<file path="config.mk">
export PLATFORM = sky130hd
export DESIGN_NAME = bounded_list_insert_remove_by_value
export DESIGN_NICKNAME = d
export VERILOG_FILES = /design/src/hdl/blir_pkg.sv /design/src/hdl/blir_ram.sv /design/src/hdl/blir_dp.sv /design/src/hdl/blir_ctrl.sv /design/src/hdl/bounded_list_insert_remove_by_value.sv
export SDC_FILE = /design/constraint.sdc
export NUM_CORES = 1
export LEC_CHECK = 0
export ABC_AREA = 1
export CORE_ASPECT_RATIO = 1.5
export CORE_MARGIN = 2
export CORE_UTILIZATION = 45
export DETAILED_ROUTE_END_ITERATION = 8
export DONT_BUFFER_PORTS = 1
export PLACE_DENSITY = 0.67
export SLEW_MARGIN = 15
export SYNTH_ARGS = -nofsm -noshare
export SYNTH_HDL_FRONTEND = slang
export SYNTH_SLANG_ARGS = --single-unit
</file>
<file path="constraint.sdc">
create_clock -name aclk -period 6.16 [get_ports aclk]
set_clock_uncertainty 0.05 [all_clocks]
set_input_delay 0 -clock aclk [delete_from_list [all_inputs] [get_ports aclk]]
set_output_delay 0 -clock aclk [all_outputs]
set_load 0.05 [all_outputs]
</file>
<file path="src/hdl/blir_pkg.sv">
`timescale 1ns / 1ps
`default_nettype none

package blir_pkg;

    localparam int DEFAULT_DEPTH = 16;
    localparam int REQ_W         = 3;
    localparam int VALUE_W       = 32;
    localparam int STATUS_W      = 2;

    typedef enum logic [REQ_W-1:0] {
        REQ_INS_FRONT = 3'd0,
        REQ_INS_BACK  = 3'd1,
        REQ_REM_FRONT = 3'd2,
        REQ_REM_BACK  = 3'd3,
        REQ_REM_MATCH = 3'd4
    } req_t;

    typedef enum logic [STATUS_W-1:0] {
        STATUS_DONE      = 2'd0,
        STATUS_EMPTY     = 2'd1,
        STATUS_FULL      = 2'd2,
        STATUS_NOT_FOUND = 2'd3
    } status_t;

    typedef enum logic [3:0] {
        ST_IDLE,
        ST_EXEC,
        ST_POP_RD,
        ST_POP_TAKE,
        ST_SCAN_RD,
        ST_SCAN_CMP,
        ST_SHIFT_RD,
        ST_SHIFT_WR,
        ST_RESP
    } state_t;

    typedef enum logic [1:0] {
        ADDR_POS,
        ADDR_POS_NEXT,
        ADDR_COUNT,
        ADDR_FRONT_DEC
    } addr_sel_t;

    typedef struct packed {
        logic      latch_in;
        logic      set_pos_zero;
        logic      set_pos_last;
        logic      inc_pos;
        addr_sel_t addr_sel;
        logic      mem_we;
        logic      wr_shift;
        logic      front_dec;
        logic      front_inc;
        logic      count_inc;
        logic      count_dec;
        logic      capture_removed;
        logic      set_status;
        status_t   status_code;
        logic      load_out;
    } dp_cmd_t;

    typedef struct packed {
        logic [REQ_W-1:0] req;
        logic             is_full;
        logic             is_empty;
        logic             match;
        logic             pos_last;
    } dp_stat_t;

endpackage

`default_nettype wire

</file>
<file path="src/hdl/blir_ram.sv">
`timescale 1ns / 1ps
`default_nettype none

module blir_ram #(
    parameter int WIDTH = 32,
    parameter int DEPTH = 16
) (
    input  wire logic                     aclk,
    input  wire logic                     we,
    input  wire logic [$clog2(DEPTH)-1:0] waddr,
    input  wire logic [WIDTH-1:0]         wdata,
    input  wire logic [$clog2(DEPTH)-1:0] raddr,
    output logic      [WIDTH-1:0]         rdata
);

    logic [WIDTH-1:0] mem [DEPTH];

    always_ff @(posedge aclk) begin
        if (we) begin
            mem[waddr] <= wdata;
        end
        rdata <= mem[raddr];
    end

endmodule

`default_nettype wire

</file>
<file path="src/hdl/blir_dp.sv">
`timescale 1ns / 1ps
`default_nettype none

module blir_dp #(
    parameter int DEPTH = blir_pkg::DEFAULT_DEPTH
) (
    input  wire logic                               aclk,
    input  wire logic                               aresetn,
    input  wire blir_pkg::dp_cmd_t                  cmd,
    output blir_pkg::dp_stat_t                      stat,
    input  wire logic [blir_pkg::REQ_W-1:0]         s_req_type,
    input  wire logic signed [blir_pkg::VALUE_W-1:0] s_value,
    output logic [blir_pkg::STATUS_W-1:0]           m_status,
    output logic signed [blir_pkg::VALUE_W-1:0]     m_removed_value,
    output logic [$clog2(DEPTH+1)-1:0]              m_entry_count
);

    import blir_pkg::*;

    localparam int AW = $clog2(DEPTH);
    localparam int CW = $clog2(DEPTH + 1);
    localparam logic [AW:0] DEPTH_W = (AW + 1)'(DEPTH);

    logic [REQ_W-1:0]   req_reg;
    logic [VALUE_W-1:0] value_reg;
    logic [AW-1:0]      pos_reg;
    logic [AW-1:0]      front_reg;
    logic [CW-1:0]      count_reg;
    status_t            status_reg;
    logic [VALUE_W-1:0] removed_reg;
    logic [STATUS_W-1:0] m_status_reg;
    logic [VALUE_W-1:0] m_removed_reg;
    logic [CW-1:0]      m_count_reg;

    logic [AW-1:0]      offset;
    logic [AW:0]        sum;
    logic [AW-1:0]      slot;
    logic [AW-1:0]      front_dec;
    logic [AW-1:0]      front_inc;
    logic [AW-1:0]      addr;
    logic [VALUE_W-1:0] rdata;
    logic [VALUE_W-1:0] wdata;

    always_comb begin
        case (cmd.addr_sel)
            ADDR_POS_NEXT: offset = pos_reg + AW'(1);
            ADDR_COUNT:    offset = count_reg[AW-1:0];
            default:       offset = pos_reg;
        endcase
        sum = {1'b0, front_reg} + {1'b0, offset};
        if (sum >= DEPTH_W) begin
            slot = AW'(sum - DEPTH_W);
        end else begin
            slot = sum[AW-1:0];
        end
        front_dec = (front_reg == '0) ? AW'(DEPTH - 1) : front_reg - AW'(1);
        front_inc = (front_reg == AW'(DEPTH - 1)) ? '0 : front_reg + AW'(1);
        addr      = (cmd.addr_sel == ADDR_FRONT_DEC) ? front_dec : slot;
        wdata     = cmd.wr_shift ? rdata : value_reg;
    end

    blir_ram #(
        .WIDTH(VALUE_W),
        .DEPTH(DEPTH)
    ) u_ram (
        .aclk (aclk),
        .we   (cmd.mem_we),
        .waddr(addr),
        .wdata(wdata),
        .raddr(addr),
        .rdata(rdata)
    );

    always_ff @(posedge aclk) begin
        if (!aresetn) begin
            front_reg <= '0;
            count_reg <= '0;
        end else begin
            if (cmd.front_dec) begin
                front_reg <= front_dec;
            end else if (cmd.front_inc) begin
                front_reg <= front_inc;
            end
            if (cmd.count_inc) begin
                count_reg <= count_reg + CW'(1);
            end else if (cmd.count_dec) begin
                count_reg <= count_reg - CW'(1);
            end
        end
    end

    always_ff @(posedge aclk) begin
        if (cmd.latch_in) begin
            req_reg     <= s_req_type;
            value_reg   <= s_value;
            status_reg  <= STATUS_DONE;
            removed_reg <= '0;
        end else begin
            if (cmd.set_status) begin
                status_reg <= cmd.status_code;
            end
            if (cmd.capture_removed) begin
                removed_reg <= rdata;
            end
        end
        if (cmd.set_pos_zero) begin
            pos_reg <= '0;
        end else if (cmd.set_pos_last) begin
            pos_reg <= AW'(count_reg - CW'(1));
        end else if (cmd.inc_pos) begin
            pos_reg <= pos_reg + AW'(1);
        end
        if (cmd.load_out) begin
            m_status_reg  <= status_reg;
            m_removed_reg <= removed_reg;
            m_count_reg   <= count_reg;
        end
    end

    assign stat.req      = req_reg;
    assign stat.is_full  = (count_reg == CW'(DEPTH));
    assign stat.is_empty = (count_reg == '0);
    assign stat.match    = (rdata == value_reg);
    assign stat.pos_last = ((CW'(pos_reg) + CW'(1)) == count_reg);

    assign m_status        = m_status_reg;
    assign m_removed_value = m_removed_reg;
    assign m_entry_count   = m_count_reg;

    property p_count_step;
        @(posedge aclk) disable iff (!aresetn)
            1'b1 |=> (count_reg == $past(count_reg)) ||
                     (count_reg == $past(count_reg) + CW'(1)) ||
                     (count_reg == $past(count_reg) - CW'(1));
    endproperty
    a_count_step: assert property (p_count_step)
        else $error("Entry count moved by more than one in a cycle.");

    property p_no_write_full;
        @(posedge aclk) disable iff (!aresetn)
            (cmd.mem_we && !cmd.wr_shift) |-> (count_reg != CW'(DEPTH));
    endproperty
    a_no_write_full: assert property (p_no_write_full)
        else $error("Insert write issued into a full list.");

    property p_count_bound;
        @(posedge aclk) disable iff (!aresetn)
            1'b1 |-> (count_reg <= CW'(DEPTH));
    endproperty
    a_count_bound: assert property (p_count_bound)
        else $error("Entry count exceeds the list depth.");

endmodule

`default_nettype wire

</file>
<file path="src/hdl/blir_ctrl.sv">
`timescale 1ns / 1ps
`default_nettype none

module blir_ctrl (
    input  wire logic                aclk,
    input  wire logic                aresetn,
    input  wire blir_pkg::dp_stat_t  stat,
    output blir_pkg::dp_cmd_t        cmd,
    input  wire logic                s_valid,
    output logic                     s_ready,
    output logic                     m_valid,
    input  wire logic                m_ready
);

    import blir_pkg::*;

    state_t state_reg;
    state_t state_next;
    logic   m_valid_reg;
    logic   m_valid_next;

    always_ff @(posedge aclk) begin
        if (!aresetn) begin
            state_reg   <= ST_IDLE;
            m_valid_reg <= 1'b0;
        end else begin
            state_reg   <= state_next;
            m_valid_reg <= m_valid_next;
        end
    end

    always_comb begin
        cmd          = '0;
        cmd.addr_sel = ADDR_POS;
        state_next   = state_reg;
        s_ready      = 1'b0;
        m_valid_next = m_valid_reg && !m_ready;
        unique case (state_reg)
            ST_IDLE: begin
                s_ready = 1'b1;
                if (s_valid) begin
                    cmd.latch_in = 1'b1;
                    state_next   = ST_EXEC;
                end
            end
            ST_EXEC: begin
                state_next = ST_RESP;
                unique case (stat.req) inside
                    REQ_INS_FRONT, REQ_INS_BACK: begin
                        if (stat.is_full) begin
                            cmd.set_status  = 1'b1;
                            cmd.status_code = STATUS_FULL;
                        end else begin
                            cmd.mem_we    = 1'b1;
                            cmd.count_inc = 1'b1;
                            if (stat.req == REQ_INS_FRONT) begin
                                cmd.addr_sel  = ADDR_FRONT_DEC;
                                cmd.front_dec = 1'b1;
                            end else begin
                                cmd.addr_sel = ADDR_COUNT;
                            end
                        end
                    end
                    REQ_REM_FRONT, REQ_REM_BACK, REQ_REM_MATCH: begin
                        if (stat.is_empty) begin
                            cmd.set_status  = 1'b1;
                            cmd.status_code = STATUS_EMPTY;
                        end else if (stat.req == REQ_REM_BACK) begin
                            cmd.set_pos_last = 1'b1;
                            state_next       = ST_POP_RD;
                        end else begin
                            cmd.set_pos_zero = 1'b1;
                            state_next = (stat.req == REQ_REM_MATCH) ? ST_SCAN_RD : ST_POP_RD;
                        end
                    end
                    default: begin
                    end
                endcase
            end
            ST_POP_RD: begin
                state_next = ST_POP_TAKE;
            end
            ST_POP_TAKE: begin
                cmd.capture_removed = 1'b1;
                cmd.count_dec       = 1'b1;
                cmd.front_inc       = (stat.req == REQ_REM_FRONT);
                state_next          = ST_RESP;
            end
            ST_SCAN_RD: begin
                state_next = ST_SCAN_CMP;
            end
            ST_SCAN_CMP: begin
                if (stat.match) begin
                    cmd.capture_removed = 1'b1;
                    state_next          = ST_SHIFT_RD;
                end else if (stat.pos_last) begin
                    cmd.set_status  = 1'b1;
                    cmd.status_code = STATUS_NOT_FOUND;
                    state_next      = ST_RESP;
                end else begin
                    cmd.inc_pos = 1'b1;
                    state_next  = ST_SCAN_RD;
                end
            end
            ST_SHIFT_RD: begin
                if (stat.pos_last) begin
                    cmd.count_dec = 1'b1;
                    state_next    = ST_RESP;
                end else begin
                    cmd.addr_sel = ADDR_POS_NEXT;
                    state_next   = ST_SHIFT_WR;
                end
            end
            ST_SHIFT_WR: begin
                cmd.mem_we   = 1'b1;
                cmd.wr_shift = 1'b1;
                cmd.inc_pos  = 1'b1;
                state_next   = ST_SHIFT_RD;
            end
            ST_RESP: begin
                if (!m_valid_reg || m_ready) begin
                    cmd.load_out = 1'b1;
                    m_valid_next = 1'b1;
                    state_next   = ST_IDLE;
                end
            end
            default: begin
                state_next = ST_IDLE;
            end
        endcase
    end

    assign m_valid = m_valid_reg;

endmodule

`default_nettype wire

</file>
<file path="src/hdl/bounded_list_insert_remove_by_value.sv">
`timescale 1ns / 1ps
`default_nettype none

// Channel   Direction  Handshake            Payload
// s_        in         s_valid / s_ready    s_req_type, s_value
// m_        out        m_valid / m_ready    m_status, m_removed_value, m_entry_count
//
// Inserts and failed or ignored requests pass through the execute and response states.
// Front and back removes add one read of the single-port entry RAM.
// Remove by value reads and compares each entry in turn and, when the value is found,
// moves each later entry one place toward the front with a read and then a write of the
// entry RAM, which shares one address between its registered read and its write.
// Reset clears the front pointer and the count; entries are never read outside the list.
// A stalled result holds in the output register while the next request is processed.

module bounded_list_insert_remove_by_value #(
    parameter int DEPTH = blir_pkg::DEFAULT_DEPTH
) (
    input  wire logic                                aclk,
    input  wire logic                                aresetn,
    input  wire logic                                s_valid,
    output logic                                     s_ready,
    input  wire logic [blir_pkg::REQ_W-1:0]          s_req_type,
    input  wire logic signed [blir_pkg::VALUE_W-1:0] s_value,
    output logic                                     m_valid,
    input  wire logic                                m_ready,
    output logic [blir_pkg::STATUS_W-1:0]            m_status,
    output logic signed [blir_pkg::VALUE_W-1:0]      m_removed_value,
    output logic [$clog2(DEPTH+1)-1:0]               m_entry_count
);

    import blir_pkg::*;

    localparam int CW = $clog2(DEPTH + 1);

    dp_cmd_t  cmd;
    dp_stat_t stat;

    blir_ctrl u_ctrl (
        .aclk   (aclk),
        .aresetn(aresetn),
        .stat   (stat),
        .cmd    (cmd),
        .s_valid(s_valid),
        .s_ready(s_ready),
        .m_valid(m_valid),
        .m_ready(m_ready)
    );

    blir_dp #(
        .DEPTH(DEPTH)
    ) u_dp (
        .aclk           (aclk),
        .aresetn        (aresetn),
        .cmd            (cmd),
        .stat           (stat),
        .s_req_type     (s_req_type),
        .s_value        (s_value),
        .m_status       (m_status),
        .m_removed_value(m_removed_value),
        .m_entry_count  (m_entry_count)
    );

    property p_empty_result;
        @(posedge aclk) disable iff (!aresetn)
            (m_valid && (m_status == STATUS_EMPTY)) |->
                ((m_entry_count == '0) && (m_removed_value == '0));
    endproperty
    a_empty_result: assert property (p_empty_result)
        else $error("Empty status with a nonzero count or removed value.");

    property p_full_result;
        @(posedge aclk) disable iff (!aresetn)
            (m_valid && (m_status == STATUS_FULL)) |->
                ((m_entry_count == CW'(DEPTH)) && (m_removed_value == '0));
    endproperty
    a_full_result: assert property (p_full_result)
        else $error("Full status while the list is not full.");

    property p_no_accept_busy;
        @(posedge aclk) disable iff (!aresetn)
            (s_valid && s_ready) |=> !s_ready;
    endproperty
    a_no_accept_busy: assert property (p_no_accept_busy)
        else $error("Request accepted while the previous one is in progress.");

endmodule

`default_nettype wire

</file>
==> flow_summary.html <==
<table>
<tr><th>Metric</th><th>Value</th></tr>
<tr><th colspan="2">Global routing</th></tr>
<tr><td>Global routing usage on met1</td><td>0.282</td></tr>
<tr><td>Total track usage</td><td>0.227</td></tr>
<tr><td>Met3 usage in global routing</td><td>0.0336</td></tr>
<tr><td>Met2 Track Usage GR</td><td>0.400</td></tr>
<tr><td>Most utilized layer in the global route result</td><td>met2</td></tr>
<tr><td>Largest net degree at the start of global routing</td><td>117</td></tr>
<tr><td>Gr ovfl total</td><td>0</td></tr>
<tr><td>Global-route wire length before repair</td><td>114000 µm</td></tr>
<tr><td>Via count of the first global-routing pass</td><td>19505</td></tr>
<tr><td>Antenna violations before repair</td><td>1</td></tr>
<tr><th colspan="2">Drt</th></tr>
<tr><td>Number of routed nets with antenna violations</td><td>0</td></tr>
<tr><td>Pre-antenna DRT Iters</td><td>7</td></tr>
<tr><td>Wire length per cell after detailed routing</td><td>21.0 µm</td></tr>
<tr><td>DRT Wirelength</td><td>74800 µm</td></tr>
<tr><td>Vias per cell</td><td>5.55</td></tr>
<tr><td>Detailed-route via count</td><td>19770</td></tr>
<tr><td>1st-iter DRT viols</td><td>just over 2000</td></tr>
<tr><td>Post-route DRC violation count</td><td>0</td></tr>
<tr><th colspan="2">Setup path</th></tr>
<tr><td>Worst-path maximum fanout</td><td>37</td></tr>
<tr><td>Cell family contributing the most delay on the critical path</td><td>buffers and inverters</td></tr>
<tr><td>Critical path class</td><td>flip-flop to flip-flop</td></tr>
<tr><td>Req. time, crit path</td><td>6.41 ns</td></tr>
<tr><td>CP dominant cell by count</td><td>inv_1</td></tr>
<tr><td>Crit. End Element</td><td>flip-flop</td></tr>
<tr><td>Buffers plus inverters on the worst setup path</td><td>10</td></tr>
<tr><td>Data arrival time of the critical path</td><td>5.75 ns</td></tr>
<tr><td>Slowest cell on the critical path</td><td>fa_1</td></tr>
<tr><td>Stage delay of the slowest cell on the critical path</td><td>0.55 ns</td></tr>
<tr><td>Cells traversed along the worst timing path</td><td>inv_1 -&gt; ha_1 -&gt; nand3_1 -&gt; nand4_2 -&gt; nor2_1 -&gt; inv_1 -&gt; nand2_1 -&gt; inv_1 -&gt; ha_1 -&gt; inv_1 -&gt; o211ai_1 -&gt; o21ai_0 -&gt; inv_1 -&gt; ha_1 -&gt; inv_1 -&gt; fa_1 -&gt; o21ai_4 -&gt; inv_6 -&gt; buf_4 -&gt; nand4_1 -&gt; buf_4 -&gt; nor2_4 -&gt; buf_12</td></tr>
<tr><td>CP startpoint kind</td><td>flip-flop</td></tr>
<tr><th colspan="2">Final layout</th></tr>
<tr><td>Layout net count</td><td>2763</td></tr>
<tr><td>Fraction of final layout cells sized beyond drive strength 1</td><td>0.0794</td></tr>
<tr><td>Most flops, register</td><td>u_dp.u_ram.mem</td></tr>
<tr><td>Number of flip-flops under the largest register name</td><td>about 500</td></tr>
<tr><td>End-of-flow core utilization</td><td>0.513</td></tr>
<tr><td>Count of filler cells inserted in the layout</td><td>5421</td></tr>
<tr><td>Area added between synthesis and finish</td><td>13.5%</td></tr>
<tr><td>Antenna diodes</td><td>0</td></tr>
<tr><th colspan="2">Run</th></tr>
<tr><td>Number of violations of the max-capacitance limit</td><td>0</td></tr>
<tr><th colspan="2">Synthesis</th></tr>
<tr><td>Main synth FF type</td><td>edfxtp_1</td></tr>
<tr><td>Cell types with the highest counts after synthesis</td><td>edfxtp_1, nand2_1, nor2_1</td></tr>
<tr><td>Leading post-synthesis cells by cell area</td><td>edfxtp_1, nand2_1, dfxtp_1, nand3_1, nor2_1</td></tr>
<tr><td>Top-count cell post-synth</td><td>edfxtp_1</td></tr>
<tr><td>Syn Inst Count</td><td>2660</td></tr>
<tr><td>Count of flip-flops with a built-in enable after synthesis</td><td>586</td></tr>
<tr><td>Fraction of registers with async set or reset after synthesis</td><td>0</td></tr>
<tr><td>Post-Synthesis Net Count</td><td>2714</td></tr>
<tr><td>Distinct cell type count after synthesis</td><td>47</td></tr>
<tr><td>Summed instance area of the synthesized netlist</td><td>28500 µm²</td></tr>
<tr><td>Register bit count reported by yosys</td><td>670</td></tr>
<tr><td>Post-synthesis cell type with the largest combined area</td><td>edfxtp_1</td></tr>
<tr><td>Share of synthesized area occupied by flip-flops and latches</td><td>0.676</td></tr>
<tr><td>Portion of synthesized cell area occupied by the leading cell type</td><td>0.617</td></tr>
<tr><td>Mean cell area of the mapped netlist</td><td>between 10 and 15 µm²</td></tr>
<tr><td>Synth warn</td><td>0</td></tr>
<tr><th colspan="2">Floorplan</th></tr>
<tr><td>Rows</td><td>113</td></tr>
<tr><td>Die Area</td><td>between 60000 and 70000 µm²</td></tr>
<tr><td>Area inside the core boundary</td><td>between 60000 and 70000 µm²</td></tr>
<tr><td>Number of top-level pins</td><td>80</td></tr>
<tr><td>Height of the die</td><td>312 µm</td></tr>
<tr><td>Horizontal die dimension</td><td>210 µm</td></tr>
<tr><td>Initial core utilization</td><td>0.452</td></tr>
<tr><th colspan="2">Worst hold path</th></tr>
<tr><td>Worst min-delay path class</td><td>input pin to flip-flop</td></tr>
<tr><th colspan="2">Placement</th></tr>
<tr><td>IO buf count</td><td>0</td></tr>
<tr><td>Placer Congestion</td><td>0.940</td></tr>
<tr><td>Placed wire-length estimate after detailed placement</td><td>44500 µm</td></tr>
<tr><th colspan="2">Power</th></tr>
<tr><td>Share of power burned in the clock network</td><td>0.302</td></tr>
<tr><td>Switching portion of total power</td><td>0.342</td></tr>
<tr><td>Power per unit of standard cell area</td><td>399 nW/µm²</td></tr>
<tr><td>Worst voltage drop across the vdd grid</td><td>0.000278 V</td></tr>
<tr><td>Leakage power</td><td>12.7 nW</td></tr>
<tr><td>Internal power summed over all cells</td><td>0.00849 W</td></tr>
<tr><td>Combinational cell fraction of total power</td><td>0.268</td></tr>
<tr><td>Sequential group share of total power</td><td>0.429</td></tr>
<tr><td>Net Switching</td><td>about 0.0044 W</td></tr>
<tr><th colspan="2">Timing</th></tr>
<tr><td>Pins Over Slew Limit</td><td>0</td></tr>
<tr><td>Share of the cycle needed by the critical path after routing</td><td>0.893</td></tr>
<tr><td>Slew at the pin closest to its max-slew limit</td><td>1.03 ns</td></tr>
<tr><td>Number of hold violations in the final report</td><td>0</td></tr>
<tr><td>Min Tclk post-route</td><td>5.50 ns</td></tr>
<tr><td>Finish-stage setup viols</td><td>0</td></tr>
<tr><td>Setup TNS</td><td>0 ns</td></tr>
<tr><td>Unrepaired setup endpoints after global routing</td><td>no</td></tr>
<tr><td>Maximum clock frequency</td><td>182 MHz</td></tr>
<tr><td>Max-slew headroom</td><td>0.308</td></tr>
<tr><th colspan="2">CTS</th></tr>
<tr><td>TritonCTS Sinks</td><td>670</td></tr>
<tr><td>TritonCTS buffer count</td><td>58</td></tr>
<tr><td>CTS H-Tree Depth</td><td>2</td></tr>
<tr><td>Clock root buffer</td><td>clkbuf_16</td></tr>
<tr><td>Clk pin slew, worst setup/hold paths</td><td>0.07 ns</td></tr>
<tr><td>Number of buffers on the longest clock path</td><td>3</td></tr>
<tr><td>TritonCTS clock tree</td><td>done</td></tr>
<tr><td>Latest clock arrival within the worst-skew pair</td><td>0.63 ns</td></tr>
<tr><th colspan="2">Outcome</th></tr>
<tr><td>Run status</td><td>completed</td></tr>
</table>
through the flow:
| step | instances | hold slack, ns | total power, W | setup WS, ns | instance area (µm²) |
|---|---|---|---|---|---|
| 5_1_grt | 3563 | 0.177 | 0.0135 | 0.244 | 32400 |
| 3_3_place_gp | 3381 | 0.0490 | 0.00898 | 0.848 | 29600 |
| 4_1_cts | 3563 | 0.135 | 0.0129 | 0.739 | 32400 |
| 3_5_place_dp | 3381 | 0.0489 | 0.00902 | 0.743 | 29600 |
| 2_1_floorplan | 2660 | 0.0476 | 0.00796 | 0.596 | 28500 |
| 6_report | 3563 | 0.178 | 0.0129 | 0.661 | 32400 |
cells by family (layout without fill, tap and decap cells):
logic type / after synthesis / after routing / synth area share
XOR/XNOR: 27 / 27 / 0.00829
AND/OR/NAND/NOR: 1444 / 1444 / 0.228
buffers and inverters: 398 / 496 / 0.0587
multiplexers: 10 / 10 / 0.00390
AO/OA/AOI/OAI: 96 / 96 / 0.0184
flip-flops: 670 / 670 / 0.676
adder cells (fa/ha/maj): 15 / 15 / 0.00684
cell type report:
class                           instances  area [µm²]  area share
Clock buffer                           76        1570      0.0485
Clock inverter                         33         483      0.0149
Inverter                              246         928      0.0287
Multi-Input combinational cell       1592        7730       0.239
Sequential cell                       670       19300       0.596
Tap cell                              805        1010      0.0311
Timing Repair Buffer                  141        1370      0.0422
timing repair:
item / 4_1_cts / 5_1_grt
endpoints found under the hold margin: 81 / 0
buffers inserted: 0 / 0
hold buffers: 73 / 0
gates resized for setup: 0 / 0
placed cells by master (no fill, tap or decap), types with 3 or more instances in the layout:
| cell type | n |
|---|---|
| nand3b_1 | 33 |
| o21ai_0 | 58 |
| dfxtp_1 | 84 |
| buf_12 | 10 |
| inv_1 | 238 |
| nand3_2 | 11 |
| nor2_1 | 318 |
| a21oi_1 | 20 |
| clkinvlp_4 | 6 |
| edfxtp_1 | 586 |
| clkinv_1 | 3 |
| mux2_2 | 9 |
| dlygate4sd3_1 | 73 |
| nand4_1 | 198 |
| ha_1 | 14 |
| buf_4 | 58 |
| clkinv_4 | 3 |
| clkinv_2 | 9 |
| nand3_1 | 276 |
| xnor2_1 | 18 |
| nand2_1 | 571 |
| xor2_1 | 9 |
| clkbuf_16 | 59 |
| bufinv_16 | 11 |
| inv_2 | 6 |
| clkbuf_1 | 14 |
| nand2_2 | 4 |
| nor3_1 | 7 |
| nor2_4 | 16 |
| clkbuf_8 | 3 |
routing by layer:
layer	vias up	wire length [µm]
li1	9223	-
met2	817	37600
met1	9567	29000
met3	161	5320
met5	-	9
met4	2	2800
worst paths after layout:
check	start	end	slack [ns]	cells after the start
worst min-delay path	m_ready	u_ctrl.m_valid	0.18	4
worst min register to register	u_dp.removed_reg[1]	u_dp.m_removed_value[1]	0.37	0
worst max register to register	u_dp.count_reg[0]	u_dp.u_ram.mem[9][4]	0.66	23
worst max-delay path	u_dp.count_reg[0]	u_dp.u_ram.mem[9][4]	0.66	23
worst register-to-register path, cell delays in order, from the launching register on:
cell	delay (ns)
dfxtp_1	0.45
inv_1	0.15
ha_1	0.23
nand3_1	0.16
nand4_2	0.24
nor2_1	0.22
inv_1	0.15
nand2_1	0.14
inv_1	0.05
ha_1	0.37
inv_1	0.09
o211ai_1	0.10
o21ai_0	0.11
inv_1	0.09
ha_1	0.17
inv_1	0.06
fa_1	0.55
o21ai_4	0.14
inv_6	0.13
buf_4	0.39
nand4_1	0.15
buf_4	0.20
nor2_4	0.49
buf_12	0.29
power groups by stage:
| stage | clock network (W) | registers [W] | logic [W] |
|---|---|---|---|
| 6_report | 0.00391 | 0.00554 | 0.00346 |
| 3_3_place_gp | 0 | 0.00562 | 0.00335 |
| 3_5_place_dp | 0 | 0.00562 | 0.00340 |
| 4_1_cts | 0.00396 | 0.00553 | 0.00345 |
| 5_1_grt | 0.00412 | 0.00555 | 0.00388 |
| 2_1_floorplan | 0 | 0.00546 | 0.00250 |
Note: power is estimated with default switching activity, not from simulation.
